===== src/stick_trigger_deadzone_scaler_core_macros.svh =====
// Assertion macros for the stick and trigger dead-zone scaler.
// Taken in by the top level; no other dependencies.
`ifndef STICK_TRIGGER_DEADZONE_SCALER_CORE_MACROS_SVH
`define STICK_TRIGGER_DEADZONE_SCALER_CORE_MACROS_SVH
`ifndef SYNTHESIS
// Check a consequence in the same cycle as its condition.
`define STDS_ASSERT_SAME(label, clk, rst, ante, cons) \
  label: assert property (@(posedge clk) disable iff (rst) (ante) |-> (cons)) \
    else $error("stds same-cycle check failed");
// Check a consequence in the cycle after its condition.
`define STDS_ASSERT_NEXT(label, clk, rst, ante, cons) \
  label: assert property (@(posedge clk) disable iff (rst) (ante) |=> (cons)) \
    else $error("stds next-cycle check failed");
`else
`define STDS_ASSERT_SAME(label, clk, rst, ante, cons)
`define STDS_ASSERT_NEXT(label, clk, rst, ante, cons)
`endif
`endif


===== src/stds_pkg.sv =====
// Shared types and constants for the stick and trigger dead-zone scaler.
// No dependencies; used by the top level and the serial arithmetic units.
package stds_pkg;

  // Fixed field widths
  localparam int FUNC_W = 2;
  localparam int RAW_W  = 16;
  localparam int EL_W   = 32;
  localparam int CFG_W  = 16;
  localparam int TRIG_W = 15;

  // Serial units: sixteen steps each for root and quotient
  localparam int SER_STEPS = 16;
  localparam int CNT_W     = 4;

  // Square root: 32-bit radicand, 16-bit root, two radicand bits per step
  localparam int RAD_W  = 32;
  localparam int ROOT_W = 16;
  localparam int SREM_W = ROOT_W + 2;

  // Division lane: 47-bit numerator, 32-bit divisor, 16-bit quotient
  localparam int NUM_W = 47;
  localparam int DEN_W = 32;
  localparam int QUO_W = 16;
  localparam int MUL_W = 17;

  // Register indexes
  localparam logic [1:0] CFG_INNER = 2'd0;
  localparam logic [1:0] CFG_OUTER = 2'd1;
  localparam logic [1:0] CFG_LOW   = 2'd2;
  localparam logic [1:0] CFG_HIGH  = 2'd3;

  // Register reset values
  localparam logic [15:0] INNER_RST = 16'd4000;
  localparam logic [15:0] OUTER_RST = 16'd28000;
  localparam logic [14:0] LOW_RST   = 15'd3000;
  localparam logic [14:0] HIGH_RST  = 15'd30000;

  // Control for a serial unit: load operands, then advance one step
  typedef struct packed {
    logic load;
    logic step;
  } ser_ctl_t;

  typedef enum logic [3:0] {
    ST_IDLE,
    ST_SQX,
    ST_SQY,
    ST_SQLD,
    ST_SQRT,
    ST_DEN,
    ST_NUMX,
    ST_NUMY,
    ST_NUMYL,
    ST_TMUL,
    ST_TLD,
    ST_DIV,
    ST_FIN
  } state_t;

endpackage


===== src/stds_isqrt.sv =====
// Digit-serial integer square root, two radicand bits per cycle while ctl.step is set.
// Depends on stds_pkg for widths and the control struct.
module stds_isqrt (
  input  logic                            clk,
  input  stds_pkg::ser_ctl_t              ctl,
  input  logic [stds_pkg::RAD_W-1:0]      rad,
  output logic [stds_pkg::ROOT_W-1:0]     root
);

  logic [stds_pkg::RAD_W-1:0]  rad_sh;
  logic [stds_pkg::SREM_W-1:0] rem;
  logic [stds_pkg::SREM_W+1:0] rem4;
  logic [stds_pkg::SREM_W+1:0] trial;
  logic                        ge;

  // Bring down two bits and try the next root bit
  always_comb begin
    rem4  = {rem, rad_sh[stds_pkg::RAD_W-1 -: 2]};
    trial = {2'b00, root, 2'b01};
    ge    = (rem4 >= trial);
  end

  // Load the radicand, then shift it out two bits a step
  always_ff @(posedge clk) begin
    if (ctl.load) begin
      rad_sh <= rad;
      rem    <= '0;
      root   <= '0;
    end else if (ctl.step) begin
      rad_sh <= {rad_sh[stds_pkg::RAD_W-3:0], 2'b00};
      rem    <= ge ? stds_pkg::SREM_W'(rem4 - trial) : stds_pkg::SREM_W'(rem4);
      root   <= {root[stds_pkg::ROOT_W-2:0], ge};
    end
  end

endmodule


===== src/stds_div_lane.sv =====
// Bit-serial restoring divider lane, one quotient bit per cycle while ctl.step is set.
// Depends on stds_pkg; the quotient must fit in QUO_W bits.
module stds_div_lane (
  input  logic                         clk,
  input  stds_pkg::ser_ctl_t           ctl,
  input  logic [stds_pkg::NUM_W-1:0]   num,
  input  logic [stds_pkg::DEN_W-1:0]   den,
  output logic [stds_pkg::QUO_W-1:0]   quo
);

  logic [stds_pkg::DEN_W-1:0] rem;
  logic [stds_pkg::DEN_W:0]   rem2;
  logic                       ge;

  // Shift in the next numerator bit and compare with the divisor
  always_comb begin
    rem2 = {rem, quo[stds_pkg::QUO_W-1]};
    ge   = (rem2 >= {1'b0, den});
  end

  // The low numerator bits share one shift register with the quotient
  always_ff @(posedge clk) begin
    if (ctl.load) begin
      rem <= stds_pkg::DEN_W'(num[stds_pkg::NUM_W-1:stds_pkg::QUO_W]);
      quo <= num[stds_pkg::QUO_W-1:0];
    end else if (ctl.step) begin
      rem <= ge ? stds_pkg::DEN_W'(rem2 - {1'b0, den}) : stds_pkg::DEN_W'(rem2);
      quo <= {quo[stds_pkg::QUO_W-2:0], ge};
    end
  end

endmodule


===== src/stick_trigger_deadzone_scaler_core.sv =====
// Top level of the stick and trigger dead-zone scaler.
// Depends on stds_pkg, stds_isqrt, stds_div_lane and the macros header.
//
//  channel   dir  handshake                  payload (low bits first)
//  s_axis    in   s_axis_tvalid/tready       tdata: raw_x, raw_y, elapsed_ms; tuser: func
//  m_axis    out  m_axis_tvalid/tready       tdata: out_x, out_y, active_time; tuser: unit_active
//  cfg       in   cfg_we (no wait)           cfg_index, cfg_data
//
// A stick request passes from acceptance to the result register through two squares on the
// shared multiplier, one root load, 16 root steps, four setup states, 16 divide steps and
// one finish.
// A trigger request takes one product, one setup state, 16 divide steps and one finish.
// A request for an absent unit skips to the finish. One request is in flight at a time.
// The finish cycle holds while the result register is still full. Reset is synchronous.
`include "stick_trigger_deadzone_scaler_core_macros.svh"
module stick_trigger_deadzone_scaler_core #(
  parameter int NUM_STICKS   = 2,
  parameter int NUM_TRIGGERS = 2
) (
  input  logic        clk,
  input  logic        rst,
  input  logic        s_axis_tvalid,
  output logic        s_axis_tready,
  input  logic [63:0] s_axis_tdata,   // raw_x[15:0], raw_y[31:16], elapsed_ms[63:32]
  input  logic [1:0]  s_axis_tuser,   // func[1:0]
  output logic        m_axis_tvalid,
  input  logic        m_axis_tready,
  output logic [63:0] m_axis_tdata,   // out_x[15:0], out_y[31:16], active_time[63:32]
  output logic [0:0]  m_axis_tuser,   // unit_active[0]
  input  logic        cfg_we,
  input  logic [1:0]  cfg_index,
  input  logic [15:0] cfg_data
);

  localparam int NUM_UNITS = NUM_STICKS + NUM_TRIGGERS;
  localparam int SIDX_W    = (NUM_STICKS > 1) ? $clog2(NUM_STICKS) : 1;
  localparam int TIDX_W    = (NUM_TRIGGERS > 1) ? $clog2(NUM_TRIGGERS) : 1;
  localparam int UIDX_W    = $clog2(NUM_UNITS);

  // Configuration registers
  logic [15:0] inner;
  logic [15:0] outer;
  logic [14:0] low_lvl;
  logic [14:0] high_lvl;

  // Request held while it is worked on
  stds_pkg::state_t                 state, state_next;
  logic [stds_pkg::CNT_W-1:0]       cnt;
  logic [stds_pkg::FUNC_W-1:0]      func;
  logic [15:0]                      raw_x;
  logic [15:0]                      raw_y;
  logic [31:0]                      elapsed_ms;

  // Shared multiplier and intermediate results
  logic [stds_pkg::MUL_W-1:0]       opa, opb;
  logic                             mul_en;
  logic [31:0]                      prod;
  logic [31:0]                      sqacc;
  logic [stds_pkg::DEN_W-1:0]       den;
  logic                             zero_r, mid_r;

  // Serial units
  stds_pkg::ser_ctl_t               sq_ctl, dx_ctl, dy_ctl;
  logic [stds_pkg::ROOT_W-1:0]      root;
  logic [stds_pkg::NUM_W-1:0]       num_x, num_y;
  logic [stds_pkg::QUO_W-1:0]       qx, qy;

  // Per-axis and per-unit state
  logic signed [15:0] stick_last_x [NUM_STICKS];
  logic signed [15:0] stick_last_y [NUM_STICKS];
  logic               stick_flag_x [NUM_STICKS];
  logic               stick_flag_y [NUM_STICKS];
  logic signed [15:0] trig_last    [NUM_TRIGGERS];
  logic               trig_flag    [NUM_TRIGGERS];
  logic [31:0]        total        [NUM_UNITS];

  // Decoded operands
  logic [16:0]        absx, absy;
  logic [14:0]        trig_t;
  logic [15:0]        m_minus_in;
  logic               tz, tstep;
  logic               is_stick, is_trig;
  logic [SIDX_W-1:0]  sidx;
  logic [TIDX_W-1:0]  tidx;
  logic [UIDX_W-1:0]  uidx;

  // Finish-cycle results
  logic               out_free, fin_fire, in_fire;
  logic signed [15:0] vx, vy, stx, sty, stt;
  logic               now_x, now_y, now_t;
  logic               act_x, act_y, act_t, act;
  logic [31:0]        tot_next;
  logic [15:0]        res_x, res_y;

  assign s_axis_tready = (state == stds_pkg::ST_IDLE) && !rst;
  assign in_fire       = s_axis_tvalid && s_axis_tready;
  assign out_free      = !m_axis_tvalid || m_axis_tready;
  assign fin_fire      = (state == stds_pkg::ST_FIN) && out_free;

  // Write configuration registers
  always_ff @(posedge clk) begin
    if (rst) begin
      inner    <= stds_pkg::INNER_RST;
      outer    <= stds_pkg::OUTER_RST;
      low_lvl  <= stds_pkg::LOW_RST;
      high_lvl <= stds_pkg::HIGH_RST;
    end else if (cfg_we) begin
      unique case (cfg_index)
        stds_pkg::CFG_INNER: inner    <= cfg_data;
        stds_pkg::CFG_OUTER: outer    <= cfg_data;
        stds_pkg::CFG_LOW:   low_lvl  <= cfg_data[14:0];
        stds_pkg::CFG_HIGH:  high_lvl <= cfg_data[14:0];
      endcase
    end
  end

  // Decode the held request
  always_comb begin
    absx       = raw_x[15] ? (17'd0 - {raw_x[15], raw_x}) : {1'b0, raw_x};
    absy       = raw_y[15] ? (17'd0 - {raw_y[15], raw_y}) : {1'b0, raw_y};
    trig_t     = raw_x[15] ? 15'd0 : raw_x[14:0];
    m_minus_in = 16'(root - inner);
    tz         = (trig_t <= low_lvl);
    tstep      = (high_lvl <= low_lvl) || (trig_t >= high_lvl);
    is_stick   = int'(func) < NUM_STICKS;
    is_trig    = !is_stick && (int'(func) < NUM_UNITS);
    sidx       = SIDX_W'(func);
    tidx       = TIDX_W'(func - stds_pkg::FUNC_W'(NUM_STICKS));
    uidx       = UIDX_W'(func);
  end

  // Select multiplier operands
  always_comb begin
    mul_en = 1'b1;
    unique case (state)
      stds_pkg::ST_SQX:  begin opa = absx; opb = absx; end
      stds_pkg::ST_SQY:  begin opa = absy; opb = absy; end
      stds_pkg::ST_DEN:  begin opa = {1'b0, 16'(outer - inner)}; opb = {1'b0, root}; end
      stds_pkg::ST_NUMX: begin opa = absx; opb = {1'b0, m_minus_in}; end
      stds_pkg::ST_NUMY: begin opa = absy; opb = {1'b0, m_minus_in}; end
      stds_pkg::ST_TMUL: begin opa = {2'b00, trig_t}; opb = {2'b00, 15'(trig_t - low_lvl)}; end
      default: begin
        opa    = '0;
        opb    = '0;
        mul_en = 1'b0;
      end
    endcase
  end

  // Numerators for the two divide lanes
  always_comb begin
    if (state == stds_pkg::ST_TLD) begin
      if (tz) begin
        num_x = '0;
      end else if (tstep) begin
        num_x = {32'd0, trig_t};
      end else begin
        num_x = {17'd0, prod[29:0]};
      end
      num_y = '0;
    end else begin
      if (zero_r) begin
        num_x = '0;
        num_y = '0;
      end else if (mid_r) begin
        num_x = {prod, 15'd0};
        num_y = {prod, 15'd0};
      end else begin
        num_x = {15'd0, absx, 15'd0};
        num_y = {15'd0, absy, 15'd0};
      end
    end
  end

  // Drive serial unit controls
  always_comb begin
    sq_ctl.load = (state == stds_pkg::ST_SQLD);
    sq_ctl.step = (state == stds_pkg::ST_SQRT);
    dx_ctl.load = (state == stds_pkg::ST_NUMY) || (state == stds_pkg::ST_TLD);
    dx_ctl.step = (state == stds_pkg::ST_DIV);
    dy_ctl.load = (state == stds_pkg::ST_NUMYL) || (state == stds_pkg::ST_TLD);
    dy_ctl.step = (state == stds_pkg::ST_DIV);
  end

  stds_isqrt u_isqrt (
    .clk  (clk),
    .ctl  (sq_ctl),
    .rad  (sqacc + prod),
    .root (root)
  );

  stds_div_lane u_div_x (
    .clk (clk),
    .ctl (dx_ctl),
    .num (num_x),
    .den (den),
    .quo (qx)
  );

  stds_div_lane u_div_y (
    .clk (clk),
    .ctl (dy_ctl),
    .num (num_y),
    .den (den),
    .quo (qy)
  );

  // Advance the sequencer
  always_comb begin
    state_next = state;
    unique case (state)
      stds_pkg::ST_IDLE: begin
        if (in_fire) begin
          if (int'(s_axis_tuser) < NUM_STICKS) begin
            state_next = stds_pkg::ST_SQX;
          end else if (int'(s_axis_tuser) < NUM_UNITS) begin
            state_next = stds_pkg::ST_TMUL;
          end else begin
            state_next = stds_pkg::ST_FIN;
          end
        end
      end
      stds_pkg::ST_SQX:   state_next = stds_pkg::ST_SQY;
      stds_pkg::ST_SQY:   state_next = stds_pkg::ST_SQLD;
      stds_pkg::ST_SQLD:  state_next = stds_pkg::ST_SQRT;
      stds_pkg::ST_SQRT: begin
        if (cnt == stds_pkg::CNT_W'(stds_pkg::SER_STEPS - 1)) begin
          state_next = stds_pkg::ST_DEN;
        end
      end
      stds_pkg::ST_DEN:   state_next = stds_pkg::ST_NUMX;
      stds_pkg::ST_NUMX:  state_next = stds_pkg::ST_NUMY;
      stds_pkg::ST_NUMY:  state_next = stds_pkg::ST_NUMYL;
      stds_pkg::ST_NUMYL: state_next = stds_pkg::ST_DIV;
      stds_pkg::ST_TMUL:  state_next = stds_pkg::ST_TLD;
      stds_pkg::ST_TLD:   state_next = stds_pkg::ST_DIV;
      stds_pkg::ST_DIV: begin
        if (cnt == stds_pkg::CNT_W'(stds_pkg::SER_STEPS - 1)) begin
          state_next = stds_pkg::ST_FIN;
        end
      end
      stds_pkg::ST_FIN: begin
        if (out_free) begin
          state_next = stds_pkg::ST_IDLE;
        end
      end
      default: state_next = stds_pkg::ST_IDLE;
    endcase
  end

  always_ff @(posedge clk) begin
    if (rst) begin
      state <= stds_pkg::ST_IDLE;
    end else begin
      state <= state_next;
    end
  end

  // Count serial steps
  always_ff @(posedge clk) begin
    if (rst) begin
      cnt <= '0;
    end else if ((state == stds_pkg::ST_SQRT) || (state == stds_pkg::ST_DIV)) begin
      cnt <= cnt + 1'b1;
    end else begin
      cnt <= '0;
    end
  end

  // Capture the request and hold intermediate products
  always_ff @(posedge clk) begin
    if (in_fire) begin
      func       <= s_axis_tuser;
      raw_x      <= s_axis_tdata[15:0];
      raw_y      <= s_axis_tdata[31:16];
      elapsed_ms <= s_axis_tdata[63:32];
    end
    if (mul_en) begin
      prod <= 32'(opa * opb);
    end
    if (state == stds_pkg::ST_SQY) begin
      sqacc <= prod;
    end
    if (state == stds_pkg::ST_DEN) begin
      zero_r <= (root <= inner);
      mid_r  <= (root > inner) && (outer > inner) && (root < outer);
    end
    if (state == stds_pkg::ST_NUMX) begin
      den <= zero_r ? 32'd1 : (mid_r ? prod : {16'd0, root});
    end else if (state == stds_pkg::ST_TLD) begin
      den <= (tz || tstep) ? 32'd1 : {17'd0, 15'(high_lvl - low_lvl)};
    end
  end

  // Apply sign and saturation, then update axis activity
  always_comb begin
    vx    = raw_x[15] ? $signed(16'(16'd0 - qx)) : $signed(qx[15] ? 16'h7FFF : qx);
    vy    = raw_y[15] ? $signed(16'(16'd0 - qy)) : $signed(qy[15] ? 16'h7FFF : qy);
    now_x = (vx > 16'sd3) || (vx < -16'sd3);
    now_y = (vy > 16'sd3) || (vy < -16'sd3);
    stx   = now_x ? vx : 16'sd0;
    sty   = now_y ? vy : 16'sd0;
    act_x = now_x || stick_flag_x[sidx] ||
            ((stx <= 16'sd0) != (stick_last_x[sidx] <= 16'sd0));
    act_y = now_y || stick_flag_y[sidx] ||
            ((sty <= 16'sd0) != (stick_last_y[sidx] <= 16'sd0));
    stt   = $signed(qx);
    now_t = (qx != '0);
    act_t = now_t || trig_flag[tidx] ||
            ((stt <= 16'sd0) != (trig_last[tidx] <= 16'sd0));
    act   = is_stick ? (act_x || act_y) : act_t;
    tot_next = act ? (total[uidx] + elapsed_ms) : 32'd0;
    if (is_stick) begin
      res_x = stx;
      res_y = sty;
    end else begin
      res_x = stt;
      res_y = '0;
    end
  end

  // Commit axis and unit state on finish
  always_ff @(posedge clk) begin
    if (rst) begin
      for (int i = 0; i < NUM_STICKS; i++) begin
        stick_last_x[i] <= '0;
        stick_last_y[i] <= '0;
        stick_flag_x[i] <= 1'b0;
        stick_flag_y[i] <= 1'b0;
      end
      for (int i = 0; i < NUM_TRIGGERS; i++) begin
        trig_last[i] <= '0;
        trig_flag[i] <= 1'b0;
      end
      for (int i = 0; i < NUM_UNITS; i++) begin
        total[i] <= '0;
      end
    end else if (fin_fire) begin
      if (is_stick) begin
        stick_last_x[sidx] <= stx;
        stick_last_y[sidx] <= sty;
        stick_flag_x[sidx] <= now_x;
        stick_flag_y[sidx] <= now_y;
        total[uidx]        <= tot_next;
      end else if (is_trig) begin
        trig_last[tidx] <= stt;
        trig_flag[tidx] <= now_t;
        total[uidx]     <= tot_next;
      end
    end
  end

  // Hold the result until the consumer takes it
  always_ff @(posedge clk) begin
    if (rst) begin
      m_axis_tvalid <= 1'b0;
    end else if (fin_fire) begin
      m_axis_tvalid <= 1'b1;
    end else if (m_axis_tready) begin
      m_axis_tvalid <= 1'b0;
    end
  end

  always_ff @(posedge clk) begin
    if (fin_fire) begin
      if (is_stick || is_trig) begin
        m_axis_tdata <= {tot_next, res_y, res_x};
        m_axis_tuser <= act;
      end else begin
        m_axis_tdata <= '0;
        m_axis_tuser <= 1'b0;
      end
    end
  end

  // A request leaves the idle state on the next cycle
  `STDS_ASSERT_NEXT(a_accept_leaves_idle, clk, rst, in_fire, state != stds_pkg::ST_IDLE)
  // Stick quotients never exceed full scale plus one
  `STDS_ASSERT_SAME(a_stick_quo_bound, clk, rst, (state == stds_pkg::ST_FIN) && is_stick, (qx <= 16'h8000) && (qy <= 16'h8000))
  // Trigger value never exceeds its input and the spare lane stays zero
  `STDS_ASSERT_SAME(a_trig_quo_bound, clk, rst, (state == stds_pkg::ST_FIN) && is_trig, (qx <= {1'b0, trig_t}) && (qy == '0))

endmodule

===== config.mk =====
export PLATFORM = sky130hd
export DESIGN_NAME = stick_trigger_deadzone_scaler_core
export DESIGN_NICKNAME = d
export VERILOG_FILES = /design/src/stds_pkg.sv /design/src/stds_isqrt.sv /design/src/stds_div_lane.sv /design/src/stick_trigger_deadzone_scaler_core.sv
export VERILOG_INCLUDE_DIRS = /design/src /design/src/src
export SDC_FILE = /design/constraint.sdc
export NUM_CORES = 2
export LEC_CHECK = 0
export ABC_AREA = 1
export BUFFER_PORTS_ARGS = -buffer_cell sky130_fd_sc_hd__buf_2
export CORE_ASPECT_RATIO = 1.25
export CORE_MARGIN = 8
export CORE_UTILIZATION = 43
export CTS_CLUSTER_SIZE = 25
export DETAILED_ROUTE_END_ITERATION = 7
export GPL_ROUTABILITY_DRIVEN = 0
export PLACE_DENSITY_LB_ADDON = 0.15
export REMOVE_ABC_BUFFERS = 1
export SETUP_SLACK_MARGIN = 0.05
export SLEW_MARGIN = 20
export SYNTH_ARGS = -nofsm -noshare
export SYNTH_HDL_FRONTEND = slang
export SYNTH_SLANG_ARGS = --single-unit

===== constraint.sdc =====
create_clock -name clk -period 9 [get_ports clk]
set_input_delay 0.9 -clock clk [delete_from_list [all_inputs] [get_ports clk]]
set_output_delay 0.9 -clock clk [all_outputs]
set_load 0.01 [all_outputs]

# Word level (Yosys, flattened, before mapping)
# Memory sizes are Yosys's and may differ from the RTL's. A register that Yosys moved wholly into a read port is not among the register bits.
# Cells that the tools add are included.
totals:
  elab_cells: 232
  in_bits: 89
  register_bits: 462
  ram_bits: 230
  memories: 7
mem_list:
  columns: ["name", "words", "width", "read_ports", "rd_clocked_by_memory_dff", "wr", "line_no", "text"]
  rows:
  - ["total", 4, 32, 1, 1, 4, "stick_trigger_deadzone_scaler_core.sv:75", "logic [31:0] total [NUM_UNITS];"]
  - ["stick_last_x", 2, 16, 1, 1, 2, "stick_trigger_deadzone_scaler_core.sv:69", "logic signed [15:0] stick_last_x [NUM_STICKS];"]
  - ["stick_last_y", 2, 16, 1, 1, 2, "stick_trigger_deadzone_scaler_core.sv:70", "logic signed [15:0] stick_last_y [NUM_STICKS];"]
  - ["trig_last", 2, 16, 1, 0, 2, "stick_trigger_deadzone_scaler_core.sv:73", "logic signed [15:0] trig_last [NUM_TRIGGERS];"]
  - ["stick_flag_x", 2, 1, 1, 1, 2, "stick_trigger_deadzone_scaler_core.sv:71", "logic stick_flag_x [NUM_STICKS];"]
  - ["stick_flag_y", 2, 1, 1, 1, 2, "stick_trigger_deadzone_scaler_core.sv:72", "logic stick_flag_y [NUM_STICKS];"]
  - ["+1 memories", null, null, null, null, null, null, null]
op_classes:
  mul: 1
  n_mux: 86
  reduce_logical: 48
  eq_ne: 23
  add_sub_neg: 15
  bitwise: 2
  magnitude_cmp: 22
ops:
  columns: ["op", "n"]
  rows:
  - ["two-way mux 32 bit", 11]
  - ["two-way mux 47 bit", 6]
  - ["two-way mux 16 bit", 12]
  - ["two-way mux 31 bit", 4]
  - ["less-or-equal comparator 16 x 1 -> 1 bit, second input constant", 6]
  - ["case mux 17 bit (5 select lines)", 1]
  - ["case mux 17 bit (4 select lines)", 1]
  - ["greater-or-equal comparator 33 x 32 -> 1 bit", 2]
  - ["adder 32 bit", 2]
  - ["subtractor 32 bit", 2]
  - ["two-way mux 15 bit", 4]
  - ["two-way mux 30 bit", 2]
  - ["case mux 4 bit (12 select lines)", 1]
  - ["OR reduction 16 bit", 3]
  - ["two-way mux 1 bit", 34]
  - ["two-way mux 17 bit", 2]
  - ["subtractor 1 x 16 -> 17 bit, first input constant", 2]
  - ["greater-than comparator 16 bit", 2]
  - ["greater-than comparator 16 x 3 -> 1 bit, second input constant", 2]
  - ["< comparator 16 x 3 -> 1 bit, second input constant", 2]
  - ["multiplier 17 x 17 -> 32 bit", 1]
  - ["OR reduction 32 bit", 1]
  - ["subtractor 1 x 16 -> 16 bit, first input constant", 2]
  - ["subtractor 16 bit", 2]
  - ["other kinds (36)", 90]

# Longest topological paths before layout
depth:
  depth_word: 13
  mapped_depth: 42

# Modules after synthesis
# Synthesis repeated with hierarchy kept, for this count alone.
unflattened:
  hier_cells: 6998
  hier_area_um2: 55400.6
by_module_without_submodules:
  columns: ["mod", "seq_area_each_um2", "n_inst", "area_each_um2", "cells_each"]
  rows:
  - ["stick_trigger_deadzone_scaler_core", 15244.6, 1, 40598.9, 4777]
  - ["stds_div_lane (u_div_x)", 1431.4, 1, 5627.9, 841]
  - ["stds_div_lane (u_div_y)", 1431.4, 1, 5283.8, 843]
  - ["stds_isqrt", 1641.6, 1, 3890.0, 537]

# Least setup slack after synthesis
# No wires, ideal clock.
synth_path:
  path_kind: "flip-flop to flip-flop"
  start: "register state[1]"
  end: "register prod[28] (data pin)"
  synth_period_minus_slack_ps: 7746
  n_path_buf: 2
  arrival_time_ps: 7483
  path_stages_with_launch: 33
  path_slack_ps: 1254
  cell_sequence: "dfxtp_1 -> inv_1 -> nor2_1 -> inv_1 -> nor2_1 -> clkbuf_1 -> a22oi_1 -> nand2_1 -> a31oi_1 -> nand2_1 -> clkbuf_1 -> nand2_1 -> fa_1 -> inv_1 -> fa_1 -> inv_1 -> fa_1 -> inv_1 -> fa_1 -> fa_1 -> inv_1 -> fa_1 -> inv_1 -> ha_1 -> a21oi_1 -> o21ai_0 -> o21bai_1 -> a21oi_1 -> nor2_1 -> nor2_1 -> o21bai_1 -> a31oi_1 -> xor2_1"
synth_between:
  elab_chain_len: 4
synth_lines:
  columns: ["element", "line_no", "text"]
  rows:
  - ["start, declared", "stick_trigger_deadzone_scaler_core.sv:47", "stds_pkg::state_t state, state_next;"]
  - ["start signal, assigned", "stick_trigger_deadzone_scaler_core.sv:253", "state <= stds_pkg::ST_IDLE;"]
  - ["start signal, assigned", "stick_trigger_deadzone_scaler_core.sv:255", "state <= state_next;"]
  - ["equality test 4 x 3 -> 1 bit (tied with other cells)", "stick_trigger_deadzone_scaler_core.sv:135", "unique case (state)"]
  - ["OR reduction 2 bit (no line)", null, null]
  - ["case mux 17 bit (5 select lines) or case mux 17 bit (4 select lines) (tied branches)", "stick_trigger_deadzone_scaler_core.sv:135", null]
  - ["multiplier 17 x 17 -> 32 bit (*)", "stick_trigger_deadzone_scaler_core.sv:279", "prod <= 32'(opa * opb);"]
  - ["end signal, assigned", "stick_trigger_deadzone_scaler_core.sv:279", null]
  - ["end, declared", "stick_trigger_deadzone_scaler_core.sv:57", "logic [31:0] prod;"]
# Every way passes the cells marked *; elsewhere a longest branch is shown, timed or not.
# A chain may end at the register's enable or synchronous reset.

# Worst setup path after layout
layout_path:
  start: "register raw_x[15]"
  end: "register prod[28] (data pin)"
layout_between:
  elab_chain_len: 4
layout_lines:
  columns: ["element", "line_no", "text"]
  rows:
  - ["start, declared", "stick_trigger_deadzone_scaler_core.sv:50", "logic [15:0] raw_x;"]
  - ["start signal, assigned", "stick_trigger_deadzone_scaler_core.sv:274", "raw_x <= s_axis_tdata[15:0];"]
  - ["subtractor 1 x 16 -> 17 bit or two-way mux 15 bit (tied branches)", "stick_trigger_deadzone_scaler_core.sv:119, stick_trigger_deadzone_scaler_core.sv:121", null]
  - ["two-way mux 17 bit or subtractor 15 bit (tied branches)", "stick_trigger_deadzone_scaler_core.sv:119, stick_trigger_deadzone_scaler_core.sv:141", null]
  - ["case mux 17 bit (5 select lines) or case mux 17 bit (4 select lines) (tied branches)", "stick_trigger_deadzone_scaler_core.sv:135", null]
  - ["multiplier 17 x 17 -> 32 bit (*)", "stick_trigger_deadzone_scaler_core.sv:279", null]
# Marks and branches as above.

==> reports/results.tsv <==
stage	metric	value	unit
status	status	finished clean	
die	initial_utilization	43.2	%
global_route	overflow	0	
setup_path	worstSetupPathType	flip-flop to flip-flop	
cts	cts_tree	done	
sta	maxSlewHeadroom	23.7	%
setup_path	cp.arrival	8.95	ns
sta	hold_viol	0	
die	die_y	401	um
final_layout	stdcell_area	56600	um^2
final_layout	instances_no_fill	7950	
logic_synthesis	synth_edf_count	585	
detailed_routing	drc_errors	0	
cts	cts_buffers	81	
sta	setup_violations	0	
logic_synthesis	yosysSeqAreaShare	38.8	%
setup_path	crit_path_top_delay_cell	edfxtp_1	
global_route	track_usage	26.1	%
global_route	grt_pass1_wl	259000	um
die	core_area	118000	um^2
final_layout	nets	6955	
cts	cts.sinks	694	
logic_synthesis	ys_ff_latch	694	
sta	slew_viol_final	0	
power	p_leak	25.6	nW
sta	rsz0062_at_grt	false	
global_route	antenna_found_initial	6	
sta	skew	0.0460	ns
detailed_routing	via_per_inst	5.50	
logic_synthesis	synth-main-ff-cell	edfxtp_1	
detailed_routing	dr_total_vias	43700	
logic_synthesis	synthesis.area	50900	um^2
setup_path	critPathMaxFanout	16	
detailed_routing	dr.pass1.iters	8	
die	die_area	130000	um^2
sta	tightest_slew	1.14	ns
place	io_buffers	155	
cts	htree_num_levels	3	
die	ioPinCount	156	
global_route	grt_pass1_vias	43400	
global_route	grt_max_degree	67	
detailed_routing	drtIter0Drc	4180	
power	pwr_density_cell	346	nW/um^2
logic_synthesis	avgSynthCellArea	8.34	um^2
place	dp.cells	7794	
place	hpwl	134000	um
detailed_routing	final_antenna_net_count	0	
cts	holdBufCountCts	0	
sta	fmax	0.117	GHz
setup_path	endpoint_kind	flip-flop	
detailed_routing	wl	172000	um
detailed_routing	post_drt_wl_per_cell	21.7	um
final_layout	layout-drive-gt1-share	8.02	%
logic_synthesis	synthCells	6101	
sta	tns	0	ns
logic_synthesis	async_reset_ff_share	0	%
setup_path	max_stage_delay	0.64	ns
die	std_cell_rows	141	
cts	postCtsSetupBuffers	0	
cts	clkLatencyLatePin	0.72	ns
cts	cts-root-buf	clkbuf_16	
sta	setup_ws	0.462	ns
sta	min_period	8.54	ns
die	die_x	324	um
final_layout	area_growth_syn_to_layout	11.2	%
cts	clk_pin_slew	0.07	ns
place	dp_worst_setup_slack	0.656	ns
hold_path	worstHoldPathType	input port to flip-flop	
job	cap_violations	0	
power	peakVddDrop	356	uV
cts	post_cts_resized	0	
setup_path	cpMostUsedCell	nand2_1	
logic_synthesis	yosys_warnings	0	
setup_path	cp-start-kind	flip-flop	
setup_path	required	9.42	ns
cts	clk_path_buf_depth	3	
place	dpl_cell_area	53900	um^2
sta	fin_crit_sh	94.9	%
logic_synthesis	yosys.cell_types.count	69	
==> area by class of cell <==
class | count | area (um^2)
Tap cell | 1573 | 1970
Clock buffer | 102 | 2220
Multi-Input combinational cell | 4309 | 27000
Fill cell | 11600 | 61300
Timing Repair Buffer | 274 | 1680
Inverter | 945 | 3550
Antenna cell | 4 | 10.0
Sequential cell | 694 | 19800
Clock inverter | 49 | 417
==> where the power goes <==
group          switching [W]  leakage (nW)  internal [W]
registers           0.000372          6.52       0.00445
logic                0.00760          17.8       0.00382
clock network        0.00146          1.26       0.00186
total                0.00943          25.6        0.0101
==> registers in the layout, indices dropped and copies added (netlist names), 18 cells and up, named ones only <==
| signal | flops |
|---|---|
| den | 32 |
| u_div_x.rem | 32 |
| trig_last | 32 |
| u_isqrt.rad_sh | 32 |
| prod | 32 |
| total | 128 |
| u_isqrt.rem | 18 |
| stick_last_x | 32 |
| stick_last_y | 32 |
| sqacc | 32 |
| m_axis_tdata | 64 |
| elapsed_ms | 32 |
| u_div_y.rem | 32 |
==> stage by stage <==
| stage | hold slack (ns) | utilization [%] | power, W |
|---|---|---|---|
| after floorplan | 0.418 | - | 0.0124 |
| after global placement | 0.435 | 45.7 | 0.0161 |
| after detailed placement | 0.449 | 45.7 | 0.0161 |
| after CTS | 0.307 | 48.0 | 0.0195 |
| after global routing | 0.342 | 48.0 | 0.0211 |
| final | 0.365 | 48.0 | 0.0196 |
==> placed cells by master, fill, tap and decap left out, types with 19 or more instances in the layout <==
cell type and instances:
a211oi_1 23, a21boi_0 24, a21o_1 26, a21oi_1 344, a31oi_1 38, buf_2 155
buf_4 118, clkbuf_16 85, clkinv_1 19, conb_1 30, dfxtp_1 108, edfxtp_1 585
fa_1 231, ha_1 330, inv_1 922, nand2_1 1141, nand3_1 224, nand4_1 70
nor2_1 745, nor3_1 77, nor4_1 30, o211ai_1 69, o21ai_0 458, o21bai_1 22
o22ai_1 73, or2_2 44, xnor2_1 67, xor2_1 97
==> cells by family after synthesis <==
family	after synthesis	synth area share, %
adder cells (fa/ha/maj)	561	17.2
buffers and inverters	1126	8.49
XOR/XNOR	165	2.86
multiplexers	2	0.0394
AND/OR/NAND/NOR	2395	19.7
AO/OA/AOI/OAI	1156	12.9
flip-flops	694	38.8
other	2	0.0148
==> critical path, delay by kind of cell, from the launching register on <==
family	cells	cell delay [ns]
fa+ha+maj	8	3.75
simple gates	14	1.86
compound gates	7	1.31
flops	1	0.64
buf+inv	6	0.56
xor+xnor	1	0.09
==> cells in the mapped netlist (26+ instances only) <==
cell type,n,share of area [%]
clkbuf_1,136,1.0
o211ai_1,69,1.0
or2_2,44,0.54
ha_1,330,8.1
o22ai_1,73,0.90
edfxtp_1,585,35
a31oi_1,38,0.47
nor3_1,78,0.77
nor4_1,30,0.37
inv_1,925,6.8
fa_1,231,9.1
xnor2_1,67,1.2
buf_2,28,0.28
a21o_1,26,0.38
xor2_1,97,1.7
nor2_1,752,5.5
nand3_1,224,2.2
a21oi_1,344,3.4
o21ai_0,458,4.5
dfxtp_1,109,4.3
nand2_1,1144,8.4
nand4_1,70,0.86
==> routing by layer <==
metal / track usage, % / part of all wire, % / vias to the layer above
li1: - / - / 20700
met1: 31.0 / 38 / 20700
met2: 44.0 / 47 / 1753
met3: 4.20 / 7.0 / 521
met4: 16.3 / 7.5 / 2
met5: 0 / 0.0070 / -
==> worst paths after layout <==
check                         from  endpoint  slack, ns  cells after the start
setup / recovery         raw_x[15]  prod[28]       0.46                     36
hold / removal    s_axis_tdata[23]  raw_y[7]       0.36                      1
setup reg to reg         raw_x[15]  prod[28]       0.46                     36
hold reg to reg             cnt[0]    cnt[0]       0.46                      1
(Power assumes the default switching activity.)
